[src/hdl/vsc_pkg.sv]
`timescale 1ns / 1ps
// ----------------------------------------------------------------------------
// vsc_pkg: shared types and constants of the version string comparator
// Buffer geometry, function and result codes, character classes, and the
// command and status groups between controller and datapath.
// ----------------------------------------------------------------------------
package vsc_pkg;

    localparam int MAX_LEN = 64;
    localparam int ADDR_W  = $clog2(MAX_LEN);
    localparam int PTR_W   = $clog2(MAX_LEN + 1);
    localparam int CHAR_W  = 8;

    localparam logic [PTR_W-1:0] PTR_ONE  = PTR_W'(1);
    localparam logic [PTR_W-1:0] LEN_FULL = PTR_W'(MAX_LEN);

    // Function codes of an input beat
    localparam logic [1:0] FUNC_LOAD1 = 2'd0;
    localparam logic [1:0] FUNC_LOAD2 = 2'd1;
    localparam logic [1:0] FUNC_CMP   = 2'd2;

    // Result codes
    localparam logic signed [1:0] ORD_LT = -2'sd1;
    localparam logic signed [1:0] ORD_EQ = 2'sd0;
    localparam logic signed [1:0] ORD_GT = 2'sd1;

    localparam logic [CHAR_W-1:0] CH_NUL  = 8'h00;
    localparam logic [CHAR_W-1:0] CH_ZERO = 8'h30;
    localparam logic [CHAR_W-1:0] CH_NINE = 8'h39;
    localparam logic [CHAR_W-1:0] CH_UA   = 8'h41;
    localparam logic [CHAR_W-1:0] CH_UZ   = 8'h5A;
    localparam logic [CHAR_W-1:0] CH_LA   = 8'h61;
    localparam logic [CHAR_W-1:0] CH_LZ   = 8'h7A;

    typedef struct packed {
        logic load1;
        logic load2;
        logic clear;
        logic init;
        logic rd_en;
        logic sel_pq;
        logic adv_i;
        logic adv_j;
        logic adv_p;
        logic adv_q;
        logic set_pq;
    } cmd_t;

    typedef struct packed {
        logic c1_nul;
        logic c2_nul;
        logic c1_digit;
        logic c2_digit;
        logic c1_alpha;
        logic c2_alpha;
        logic c1_is0;
        logic c2_is0;
        logic ch_eq;
        logic ch_lt;
        logic i_lt_p;
        logic j_lt_q;
        logic q_eq_j;
        logic run_ne;
        logic run1_lt;
        logic seg1_gt;
        logic seg2_gt;
        logic trunc;
    } stat_t;

    function automatic logic is_digit(input logic [CHAR_W-1:0] c);
        return (c >= CH_ZERO) && (c <= CH_NINE);
    endfunction

    function automatic logic is_alpha(input logic [CHAR_W-1:0] c);
        return ((c >= CH_UA) && (c <= CH_UZ)) || ((c >= CH_LA) && (c <= CH_LZ));
    endfunction

endpackage

[src/hdl/vsc_dp.sv]
`timescale 1ns / 1ps
// ----------------------------------------------------------------------------
// vsc_dp: comparator datapath
// Two character buffers, their lengths, the truncation flag, the walk
// pointers and the character classification fed back to the controller.
// ----------------------------------------------------------------------------
module vsc_dp
(
    input  logic                           clk,
    input  logic                           rst_n,
    input  vsc_pkg::cmd_t                  cmd,
    input  logic [vsc_pkg::CHAR_W-1:0]     char_code,
    output vsc_pkg::stat_t                 stat
);

    logic [vsc_pkg::CHAR_W-1:0] mem1 [vsc_pkg::MAX_LEN];
    logic [vsc_pkg::CHAR_W-1:0] mem2 [vsc_pkg::MAX_LEN];

    logic [vsc_pkg::PTR_W-1:0]  len1_reg, len1_next;
    logic [vsc_pkg::PTR_W-1:0]  len2_reg, len2_next;
    logic                       trunc_reg, trunc_next;
    logic [vsc_pkg::PTR_W-1:0]  i_reg, i_next;
    logic [vsc_pkg::PTR_W-1:0]  j_reg, j_next;
    logic [vsc_pkg::PTR_W-1:0]  p_reg, p_next;
    logic [vsc_pkg::PTR_W-1:0]  q_reg, q_next;

    logic [vsc_pkg::CHAR_W-1:0] rd1_reg, rd2_reg;
    logic                       v1_reg, v2_reg;
    logic [vsc_pkg::PTR_W-1:0]  ra1, ra2;
    logic [vsc_pkg::CHAR_W-1:0] c1, c2;
    logic [vsc_pkg::PTR_W-1:0]  run1, run2, seg1, seg2;

    // Buffer writes, one byte a beat, at the current fill level
    always_ff @(posedge clk)
    begin
        if (cmd.load1 && (len1_reg < vsc_pkg::LEN_FULL))
        begin
            mem1[len1_reg[vsc_pkg::ADDR_W-1:0]] <= char_code;
        end
        if (cmd.load2 && (len2_reg < vsc_pkg::LEN_FULL))
        begin
            mem2[len2_reg[vsc_pkg::ADDR_W-1:0]] <= char_code;
        end
    end

    // Registered reads; a position at or past the length reads as NUL
    assign ra1 = cmd.sel_pq ? p_reg : i_reg;
    assign ra2 = cmd.sel_pq ? q_reg : j_reg;

    always_ff @(posedge clk)
    begin
        if (cmd.rd_en)
        begin
            rd1_reg <= mem1[ra1[vsc_pkg::ADDR_W-1:0]];
            rd2_reg <= mem2[ra2[vsc_pkg::ADDR_W-1:0]];
            v1_reg  <= (ra1 < len1_reg);
            v2_reg  <= (ra2 < len2_reg);
        end
    end

    always_comb
    begin
        len1_next  = len1_reg;
        len2_next  = len2_reg;
        trunc_next = trunc_reg;
        if (cmd.load1)
        begin
            if (len1_reg < vsc_pkg::LEN_FULL)
                len1_next = len1_reg + vsc_pkg::PTR_ONE;
            else
                trunc_next = 1'b1;
        end
        if (cmd.load2)
        begin
            if (len2_reg < vsc_pkg::LEN_FULL)
                len2_next = len2_reg + vsc_pkg::PTR_ONE;
            else
                trunc_next = 1'b1;
        end
        if (cmd.clear)
        begin
            len1_next  = '0;
            len2_next  = '0;
            trunc_next = 1'b0;
        end
    end

    always_comb
    begin
        i_next = i_reg;
        j_next = j_reg;
        p_next = p_reg;
        q_next = q_reg;
        if (cmd.adv_i)
            i_next = i_reg + vsc_pkg::PTR_ONE;
        if (cmd.adv_j)
            j_next = j_reg + vsc_pkg::PTR_ONE;
        if (cmd.adv_p)
            p_next = p_reg + vsc_pkg::PTR_ONE;
        if (cmd.adv_q)
            q_next = q_reg + vsc_pkg::PTR_ONE;
        if (cmd.set_pq)
        begin
            p_next = i_reg;
            q_next = j_reg;
        end
        if (cmd.init)
        begin
            i_next = '0;
            j_next = '0;
            p_next = '0;
            q_next = '0;
        end
    end

    always_ff @(posedge clk or negedge rst_n)
    begin
        if (!rst_n)
        begin
            len1_reg  <= '0;
            len2_reg  <= '0;
            trunc_reg <= 1'b0;
            i_reg     <= '0;
            j_reg     <= '0;
            p_reg     <= '0;
            q_reg     <= '0;
        end
        else
        begin
            len1_reg  <= len1_next;
            len2_reg  <= len2_next;
            trunc_reg <= trunc_next;
            i_reg     <= i_next;
            j_reg     <= j_next;
            p_reg     <= p_next;
            q_reg     <= q_next;
        end
    end

    assign c1 = v1_reg ? rd1_reg : vsc_pkg::CH_NUL;
    assign c2 = v2_reg ? rd2_reg : vsc_pkg::CH_NUL;

    // Separator run lengths and segment lengths after zero stripping
    assign run1 = i_reg - p_reg;
    assign run2 = j_reg - q_reg;
    assign seg1 = p_reg - i_reg;
    assign seg2 = q_reg - j_reg;

    always_comb
    begin
        stat.c1_nul   = (c1 == vsc_pkg::CH_NUL);
        stat.c2_nul   = (c2 == vsc_pkg::CH_NUL);
        stat.c1_digit = vsc_pkg::is_digit(c1);
        stat.c2_digit = vsc_pkg::is_digit(c2);
        stat.c1_alpha = vsc_pkg::is_alpha(c1);
        stat.c2_alpha = vsc_pkg::is_alpha(c2);
        stat.c1_is0   = (c1 == vsc_pkg::CH_ZERO);
        stat.c2_is0   = (c2 == vsc_pkg::CH_ZERO);
        stat.ch_eq    = (c1 == c2);
        stat.ch_lt    = (c1 < c2);
        stat.i_lt_p   = (i_reg < p_reg);
        stat.j_lt_q   = (j_reg < q_reg);
        stat.q_eq_j   = (q_reg == j_reg);
        stat.run_ne   = (run1 != run2);
        stat.run1_lt  = (run1 < run2);
        stat.seg1_gt  = (seg1 > seg2);
        stat.seg2_gt  = (seg2 > seg1);
        stat.trunc    = trunc_reg;
    end

endmodule

[src/hdl/vsc_ctrl.sv]
`timescale 1ns / 1ps
// ----------------------------------------------------------------------------
// vsc_ctrl: comparator sequencer
// Takes load and compare beats, then steps the segment walk: a step either issues
// one buffer read and decides on the next cycle, or decides on characters already held.
// ----------------------------------------------------------------------------
module vsc_ctrl
(
    input  logic                   clk,
    input  logic                   rst_n,
    input  logic                   in_valid,
    input  logic [1:0]             func,
    input  vsc_pkg::stat_t         stat,
    input  logic                   out_free,
    output logic                   busy,
    output logic                   done,
    output logic signed [1:0]      result,
    output vsc_pkg::cmd_t          cmd
);

    localparam logic [2:0] ST_IDLE = 3'd0;
    localparam logic [2:0] ST_EQ   = 3'd1;
    localparam logic [2:0] ST_TOP  = 3'd2;
    localparam logic [2:0] ST_SKIP = 3'd3;
    localparam logic [2:0] ST_RUN  = 3'd4;
    localparam logic [2:0] ST_ZERO = 3'd5;
    localparam logic [2:0] ST_CMP  = 3'd6;
    localparam logic [2:0] ST_DONE = 3'd7;

    logic [2:0]        state_reg, state_next;
    logic              phase_reg, phase_next;
    logic              isnum_reg, isnum_next;
    logic signed [1:0] result_reg, result_next;

    logic              skip1, skip2, match1, match2, zero1, zero2;
    logic signed [1:0] tail_ord;

    assign skip1  = !stat.c1_nul && !stat.c1_digit && !stat.c1_alpha;
    assign skip2  = !stat.c2_nul && !stat.c2_digit && !stat.c2_alpha;
    assign match1 = isnum_reg ? stat.c1_digit : stat.c1_alpha;
    assign match2 = isnum_reg ? stat.c2_digit : stat.c2_alpha;
    assign zero1  = stat.i_lt_p && stat.c1_is0;
    assign zero2  = stat.j_lt_q && stat.c2_is0;

    // Outcome once either string has run out of segments
    always_comb
    begin
        if (stat.c1_nul && stat.c2_nul)
            tail_ord = vsc_pkg::ORD_EQ;
        else if ((stat.c1_nul && !stat.c2_alpha) || stat.c1_alpha)
            tail_ord = vsc_pkg::ORD_LT;
        else
            tail_ord = vsc_pkg::ORD_GT;
    end

    always_comb
    begin
        state_next  = state_reg;
        phase_next  = phase_reg;
        isnum_next  = isnum_reg;
        result_next = result_reg;
        cmd         = '0;

        if ((state_reg != ST_IDLE) && (state_reg != ST_DONE) && !phase_reg)
        begin
            // read phase: fetch both characters at the current pointers
            cmd.rd_en  = 1'b1;
            cmd.sel_pq = (state_reg == ST_RUN);
            phase_next = 1'b1;
        end
        else
        begin
            case (state_reg)
                ST_IDLE:
                begin
                    if (in_valid)
                    begin
                        case (func)
                            vsc_pkg::FUNC_LOAD1: cmd.load1 = 1'b1;
                            vsc_pkg::FUNC_LOAD2: cmd.load2 = 1'b1;
                            vsc_pkg::FUNC_CMP:
                            begin
                                cmd.init   = 1'b1;
                                state_next = ST_EQ;
                                phase_next = 1'b0;
                            end
                            default: ;
                        endcase
                    end
                end
                ST_EQ:
                begin
                    phase_next = 1'b0;
                    if (!stat.ch_eq)
                    begin
                        cmd.init   = 1'b1;
                        state_next = ST_TOP;
                    end
                    else if (stat.c1_nul)
                    begin
                        result_next = vsc_pkg::ORD_EQ;
                        state_next  = ST_DONE;
                    end
                    else
                    begin
                        cmd.adv_i = 1'b1;
                        cmd.adv_j = 1'b1;
                    end
                end
                ST_TOP:
                begin
                    if (stat.c1_nul || stat.c2_nul)
                    begin
                        result_next = tail_ord;
                        state_next  = ST_DONE;
                    end
                    else
                    begin
                        state_next = ST_SKIP;
                    end
                end
                ST_SKIP:
                begin
                    if (skip1 || skip2)
                    begin
                        cmd.adv_i  = skip1;
                        cmd.adv_j  = skip2;
                        phase_next = 1'b0;
                    end
                    else if (stat.c1_nul || stat.c2_nul)
                    begin
                        result_next = tail_ord;
                        state_next  = ST_DONE;
                    end
                    else if (stat.run_ne)
                    begin
                        result_next = stat.run1_lt ? vsc_pkg::ORD_LT : vsc_pkg::ORD_GT;
                        state_next  = ST_DONE;
                    end
                    else
                    begin
                        // segment starts here; characters at p and q are already held
                        cmd.set_pq = 1'b1;
                        isnum_next = stat.c1_digit;
                        state_next = ST_RUN;
                    end
                end
                ST_RUN:
                begin
                    if (match1 || match2)
                    begin
                        cmd.adv_p  = match1;
                        cmd.adv_q  = match2;
                        phase_next = 1'b0;
                    end
                    else if (stat.q_eq_j)
                    begin
                        result_next = isnum_reg ? vsc_pkg::ORD_GT : vsc_pkg::ORD_LT;
                        state_next  = ST_DONE;
                    end
                    else
                    begin
                        state_next = isnum_reg ? ST_ZERO : ST_CMP;
                        phase_next = 1'b0;
                    end
                end
                ST_ZERO:
                begin
                    if (zero1 || zero2)
                    begin
                        cmd.adv_i  = zero1;
                        cmd.adv_j  = zero2;
                        phase_next = 1'b0;
                    end
                    else if (stat.seg1_gt)
                    begin
                        result_next = vsc_pkg::ORD_GT;
                        state_next  = ST_DONE;
                    end
                    else if (stat.seg2_gt)
                    begin
                        result_next = vsc_pkg::ORD_LT;
                        state_next  = ST_DONE;
                    end
                    else
                    begin
                        state_next = ST_CMP;
                    end
                end
                ST_CMP:
                begin
                    if (stat.i_lt_p && stat.j_lt_q)
                    begin
                        if (!stat.ch_eq)
                        begin
                            result_next = stat.ch_lt ? vsc_pkg::ORD_LT : vsc_pkg::ORD_GT;
                            state_next  = ST_DONE;
                        end
                        else
                        begin
                            cmd.adv_i  = 1'b1;
                            cmd.adv_j  = 1'b1;
                            phase_next = 1'b0;
                        end
                    end
                    else if (stat.i_lt_p)
                    begin
                        result_next = vsc_pkg::ORD_GT;
                        state_next  = ST_DONE;
                    end
                    else if (stat.j_lt_q)
                    begin
                        result_next = vsc_pkg::ORD_LT;
                        state_next  = ST_DONE;
                    end
                    else
                    begin
                        // both at segment end; held characters are the next ones
                        state_next = ST_TOP;
                    end
                end
                ST_DONE:
                begin
                    if (out_free)
                    begin
                        cmd.clear  = 1'b1;
                        state_next = ST_IDLE;
                    end
                end
                default:
                begin
                    state_next = ST_IDLE;
                end
            endcase
        end
    end

    always_ff @(posedge clk or negedge rst_n)
    begin
        if (!rst_n)
        begin
            state_reg <= ST_IDLE;
            phase_reg <= 1'b0;
            isnum_reg <= 1'b0;
        end
        else
        begin
            state_reg <= state_next;
            phase_reg <= phase_next;
            isnum_reg <= isnum_next;
        end
    end

    always_ff @(posedge clk)
    begin
        result_reg <= result_next;
    end

    assign busy   = (state_reg != ST_IDLE);
    assign done   = (state_reg == ST_DONE);
    assign result = result_reg;

endmodule

[src/hdl/version_string_compare_unit.sv]
`timescale 1ns / 1ps
// ----------------------------------------------------------------------------
// version_string_compare_unit: segment-wise version string comparator
// Loads two version strings a byte at a time and orders them on request.
// ----------------------------------------------------------------------------
// Usage:
//   Input channel (in_valid / in_stall): func 0 appends char_code to the
//   first string, func 1 to the second, func 2 compares and clears both;
//   func 3 is dropped. Bytes beyond 64 per string are dropped and flagged.
//   Output channel (out_valid / out_stall): one beat per compare, order
//   (1 first newer, 0 same, -1 second newer) and overflow.
//   Throughput: load beats are taken back to back while no compare is busy.
//   A compare holds in_stall high while it walks the buffers: each buffer
//   read is followed by a decision on the characters it fetched, other
//   decisions work on characters already held, and a last state hands off
//   the result to the output register.
//   Stall: the result sits in an output register; loads keep flowing while
//   it waits, and a following compare holds in its last state until the
//   register frees up.
//   Reset: lengths and the overflow flag clear, no beat is pending; buffer
//   contents are not cleared and need no clearing pass.
// ----------------------------------------------------------------------------
module version_string_compare_unit
(
    input  logic                        clk,
    input  logic                        rst_n,
    input  logic                        in_valid,
    output logic                        in_stall,
    input  logic [1:0]                  func,
    input  logic [vsc_pkg::CHAR_W-1:0]  char_code,
    output logic                        out_valid,
    input  logic                        out_stall,
    output logic signed [1:0]           order,
    output logic                        overflow
);

    vsc_pkg::cmd_t     cmd;
    vsc_pkg::stat_t    stat;
    logic              busy;
    logic              done;
    logic              out_free;
    logic signed [1:0] result;

    logic              out_valid_reg, out_valid_next;
    logic signed [1:0] order_reg;
    logic              overflow_reg;

    vsc_ctrl u_ctrl
    (
        .clk      (clk),
        .rst_n    (rst_n),
        .in_valid (in_valid),
        .func     (func),
        .stat     (stat),
        .out_free (out_free),
        .busy     (busy),
        .done     (done),
        .result   (result),
        .cmd      (cmd)
    );

    vsc_dp u_dp
    (
        .clk       (clk),
        .rst_n     (rst_n),
        .cmd       (cmd),
        .char_code (char_code),
        .stat      (stat)
    );

    // Hold new beats while a compare is in flight
    assign in_stall = busy;

    // The output register is free when empty or being drained this cycle
    assign out_free = !out_valid_reg || !out_stall;

    always_comb
    begin
        out_valid_next = out_valid_reg;
        if (done && out_free)
            out_valid_next = 1'b1;
        else if (!out_stall)
            out_valid_next = 1'b0;
    end

    always_ff @(posedge clk or negedge rst_n)
    begin
        if (!rst_n)
            out_valid_reg <= 1'b0;
        else
            out_valid_reg <= out_valid_next;
    end

    // Capture the result and the overflow flag before the buffers clear
    always_ff @(posedge clk)
    begin
        if (done && out_free)
        begin
            order_reg    <= result;
            overflow_reg <= stat.trunc;
        end
    end

    assign out_valid = out_valid_reg;
    assign order     = order_reg;
    assign overflow  = overflow_reg;

endmodule

[config.mk]
export PLATFORM = sky130hd
export DESIGN_NAME = version_string_compare_unit
export DESIGN_NICKNAME = d
export VERILOG_FILES = /design/src/hdl/vsc_pkg.sv /design/src/hdl/vsc_dp.sv /design/src/hdl/vsc_ctrl.sv /design/src/hdl/version_string_compare_unit.sv
export SDC_FILE = /design/constraint.sdc
export NUM_CORES = 2
export LEC_CHECK = 0
export BUFFER_PORTS_ARGS = -buffer_cell sky130_fd_sc_hd__clkbuf_2
export CORE_UTILIZATION = 45
export DETAILED_ROUTE_END_ITERATION = 16
export SYNTH_ARGS = -nofsm -noshare
export SYNTH_HDL_FRONTEND = slang
export SYNTH_SLANG_ARGS = --single-unit
[constraint.sdc]
create_clock -name clk -period 4.3 [get_ports clk]
set_input_delay 0.645 -clock clk [delete_from_list [all_inputs] [get_ports clk]]
set_output_delay 0.645 -clock clk [all_outputs]
set_load 0.02 [all_outputs]
==> metrics.md <==
| Metric | Value |
|---|---|
| Commonest non-fill, non-tap cell in the layout | edfxtp_1 |
| Slew @ Worst Pin | 1.143 ns |
| Synth unique cells | 77 |
| Critical path arrival | 4.35 ns |
| Row cnt | 117 |
| Synth Area in Simple Gates | 0.1445 |
| Post-synthesis register bit count | 1096 |
| Global Route Usage Sum | 0.2342 |
| Slowest stage cell, crit path | nor3_1 |
| Filler cell count in the final layout | 8811 |
| CTS tree | done |
| Avg Inst Size Synth | 12.89 um2 |
| Maximum single-stage delay on the critical path | 0.62 ns |
| Kind of critical path | reg2reg |
| Final min period | 3.806 ns |
| Via count | 29677 |
| R2r setup slk | 0.49 ns |
| Min-Delay Path Class | in2async |
| Die area | 104700 um2 |
| # DRC | 0 |
| Fin crit share | 0.8851 |
| NumNets Final | 3740 |
| Slew Viols, Final | 0 |
| H-tree level count | 3 |
| Non-filler cells, final | 5119 |
| Postcts setup bufs | 0 |
| CP required | 4.84 ns |
| Area Overhead vs Synth | 12.57% |
| Vias/cell | 5.797 |
| Number of port buffers | 18 |
| Mux contribution to synthesized area | 0.03454 |
| Most frequent cells in the layout | edfxtp_1 (1047), nand2_1 (899), nand3_1 (294), nor2_1 (196), clkbuf_16 (112) |
| Die W | 323.6 um |
| Crit. End Element | register |
| Synth Area in XOR/XNOR | 0.007902 |
| Initial antenna violation count | 1 |
| Ant diodes | 0 |
| Sequential share of the synthesized area | 0.7017 |
| Gate Count Post-Synth | 3611 |
| Final setup TNS | 0 ns |
| Ys Warns | 0 |
| Placer Congestion | 0.9063 |
| Total CTS buffers | 112 |
| Io pins | 19 |
| Largest net degree at the start of global routing | 129 |
| Pwr per Cell Area | 615.6 nW/um2 |
| CTS resizes | 0 |
| Max Clock Skew | 0.02348 ns |
| Slew HR | 0.2381 |
| Grt total ovfl | 0 |
| Final instance area | 52410 um2 |
| Asr flop ratio synth | 0.04471 |
| Total of max-cap violations | 0 |
| DP Area | 48830 um2 |
| Worst Slack Setup Final | 0.4939 ns |
| Vias in the first global route | 28851 |
| Clk root buf | clkbuf_16 |
| Initial core utilization | 0.4556 |
| Layout cell share with drive strength beyond 1 | 0.09624 |
| Worst VDD drop | 0.0005490 V |
| Hold Buf Count CTS | 0 |
| Fmax | 0.2627 GHz |
| Dominant synthesized flop cell | edfxtp_1 |
| Clock buffer depth | 3 |
| Leak pwr | 17.81 nW |
| Initial drt markers | 3270 |
| Synth Area in Compound Gates | 0.06783 |
| Reg-to-reg startpoint | u_ctrl.state_reg[0] |
| Post-synth EDFFs | 1047 |
| WL per Instance | 23.89 um |
| Clock transition at path regs | 0.07 ns |
| Post-synthesis adder-cell area fraction | 0.01838 |
| Outcome | finished clean |
| Antenna Nets Post-Route | 0 |
| CORE AREA | 102200 um2 |
| First-pass GRT wire length | 183000 um |
| RSZ-0062 raised after global routing | false |
| Final Core Density | 0.5129 |
| Reg2reg path depth | 10 |
| Sinks on Clock Net | 1096 |
| Place WS | 0.5930 ns |
| Total Power | 32.26 mW |
| Router iterations before antenna repair | 6 |
| Worst r2r dst | u_dp.rd1_reg[5] |
| Clock latency on the worst-skew pair | 0.69 ns |
| Synthesized Nets | 3691 |
| Synthesized area | 46550 um2 |
| Dpl cells | 4914 |
| Detail Placement HPWL | 75850 um |
| Setup violators final | 0 |
| Hold Fails Final Rpt | 0 |
| WHS | 0.09840 ns |
| Crit start category | register |
| Critical Path, Cell by Cell | nor4b_4 -> buf_12 -> mux2i_4 -> buf_12 -> mux2i_1 -> a32oi_1 -> a31oi_1 -> nor3_1 -> nand3_1 -> nand3_1 |
| Routed WL | 122300 um |
| Combinational family with the most area after synthesis | simple AND/OR/NAND/NOR gates |
| Crit-path max FO | 57 |
| DIE HEIGHT | 323.6 um |
[logic make-up after synthesis]
family / Yosys count
AND/OR/NAND/NOR: 1574
flip-flops: 1096
AO/OA/AOI/OAI: 429
buffers and inverters: 275
multiplexers: 129
adder cells (fa/ha/maj): 66
XOR/XNOR: 42
[layout make-up]
type	count	area, um2	area share
clock buffer	133	2902	0.05537
clock inverter	72	676.9	0.01292
inverter	72	270.3	0.005157
multi-input combinational	2240	12850	0.2453
sequential	1096	32670	0.6233
tap	1368	1712	0.03266
timing repair buffer	138	1324	0.02526
[critical path: cells and delay by family (launching register included)]
family	cells	cell delay, ns
DFF	1	0.55
and+or+nand+nor	4	1.32
AOI/OAI and AO/OA	2	0.31
muxes	2	0.78
buffers and inverters	2	0.60
[layer usage]
metal  vias to the layer above  global-route usage  wire (um)
li1                      13489                   -          -
met1                     14765              0.3361      53490
met2                      1208              0.3610      55400
met3                       213             0.04757      10530
met4                         2             0.06751       2836
met5                         -                   0          7
[cell usage after synthesis (5+ instances only)]
cell,count,share of area
o21ai_1,5,0.00054
o22ai_1,11,0.0015
a211o_1,10,0.0019
a21oi_1,59,0.0063
nand3_1,294,0.032
nand2b_1,5,0.00067
edfxtp_1,1047,0.68
mux4_2,24,0.012
buf_1,22,0.0018
a211oi_1,6,0.00097
and3_1,62,0.0083
clkbuf_1,95,0.0077
nor2b_1,8,0.0011
nand4_1,20,0.0027
ha_1,62,0.017
buf_4,6,0.00097
and2_1,11,0.0015
a41o_1,16,0.0034
o211ai_1,8,0.0013
o2111ai_1,8,0.0015
nand2_1,899,0.072
mux2i_1,101,0.022
or3_1,5,0.00067
o21a_1,7,0.0011
a21o_1,13,0.0021
nor3_1,43,0.0046
o31ai_1,13,0.0021
buf_2,76,0.0082
inv_1,64,0.0052
a22o_1,5,0.00094
a32o_1,10,0.0022
o21ai_0,51,0.0055
a311oi_1,63,0.012
nor2_1,200,0.016
xnor2_1,34,0.0064
or4_1,6,0.00097
dfrtp_1,49,0.026
nor4_1,6,0.00081
a32oi_1,40,0.0075
xor2_1,8,0.0015
a311o_1,17,0.0037
a31oi_1,59,0.0079
[where the power goes]
part / internal [mW] / switching, mW
Sequential: 12.0 / 0.492
Combinational: 3.69 / 6.49
Clock: 5.52 / 4.04
[how the worst max path moves through the flow]
stage	from	depth (start not counted)	slack (ns)	endpoint
final	u_ctrl.state_reg[0]	10	0.49	u_dp.rd1_reg[5]
after global routing	u_ctrl.state_reg[0]	10	0.30	u_dp.rd1_reg[5]
after CTS	u_ctrl.state_reg[2]	7	0.57	u_dp.mem2[30][7]
after detailed placement	u_ctrl.state_reg[2]	7	0.59	u_dp.mem2[30][0]
after global placement	u_ctrl.state_reg[2]	7	0.64	u_dp.mem2[30][7]
after floorplan	u_ctrl.state_reg[0]	7	1.12	u_ctrl.state_reg[0]
(Power assumes the default switching activity.)
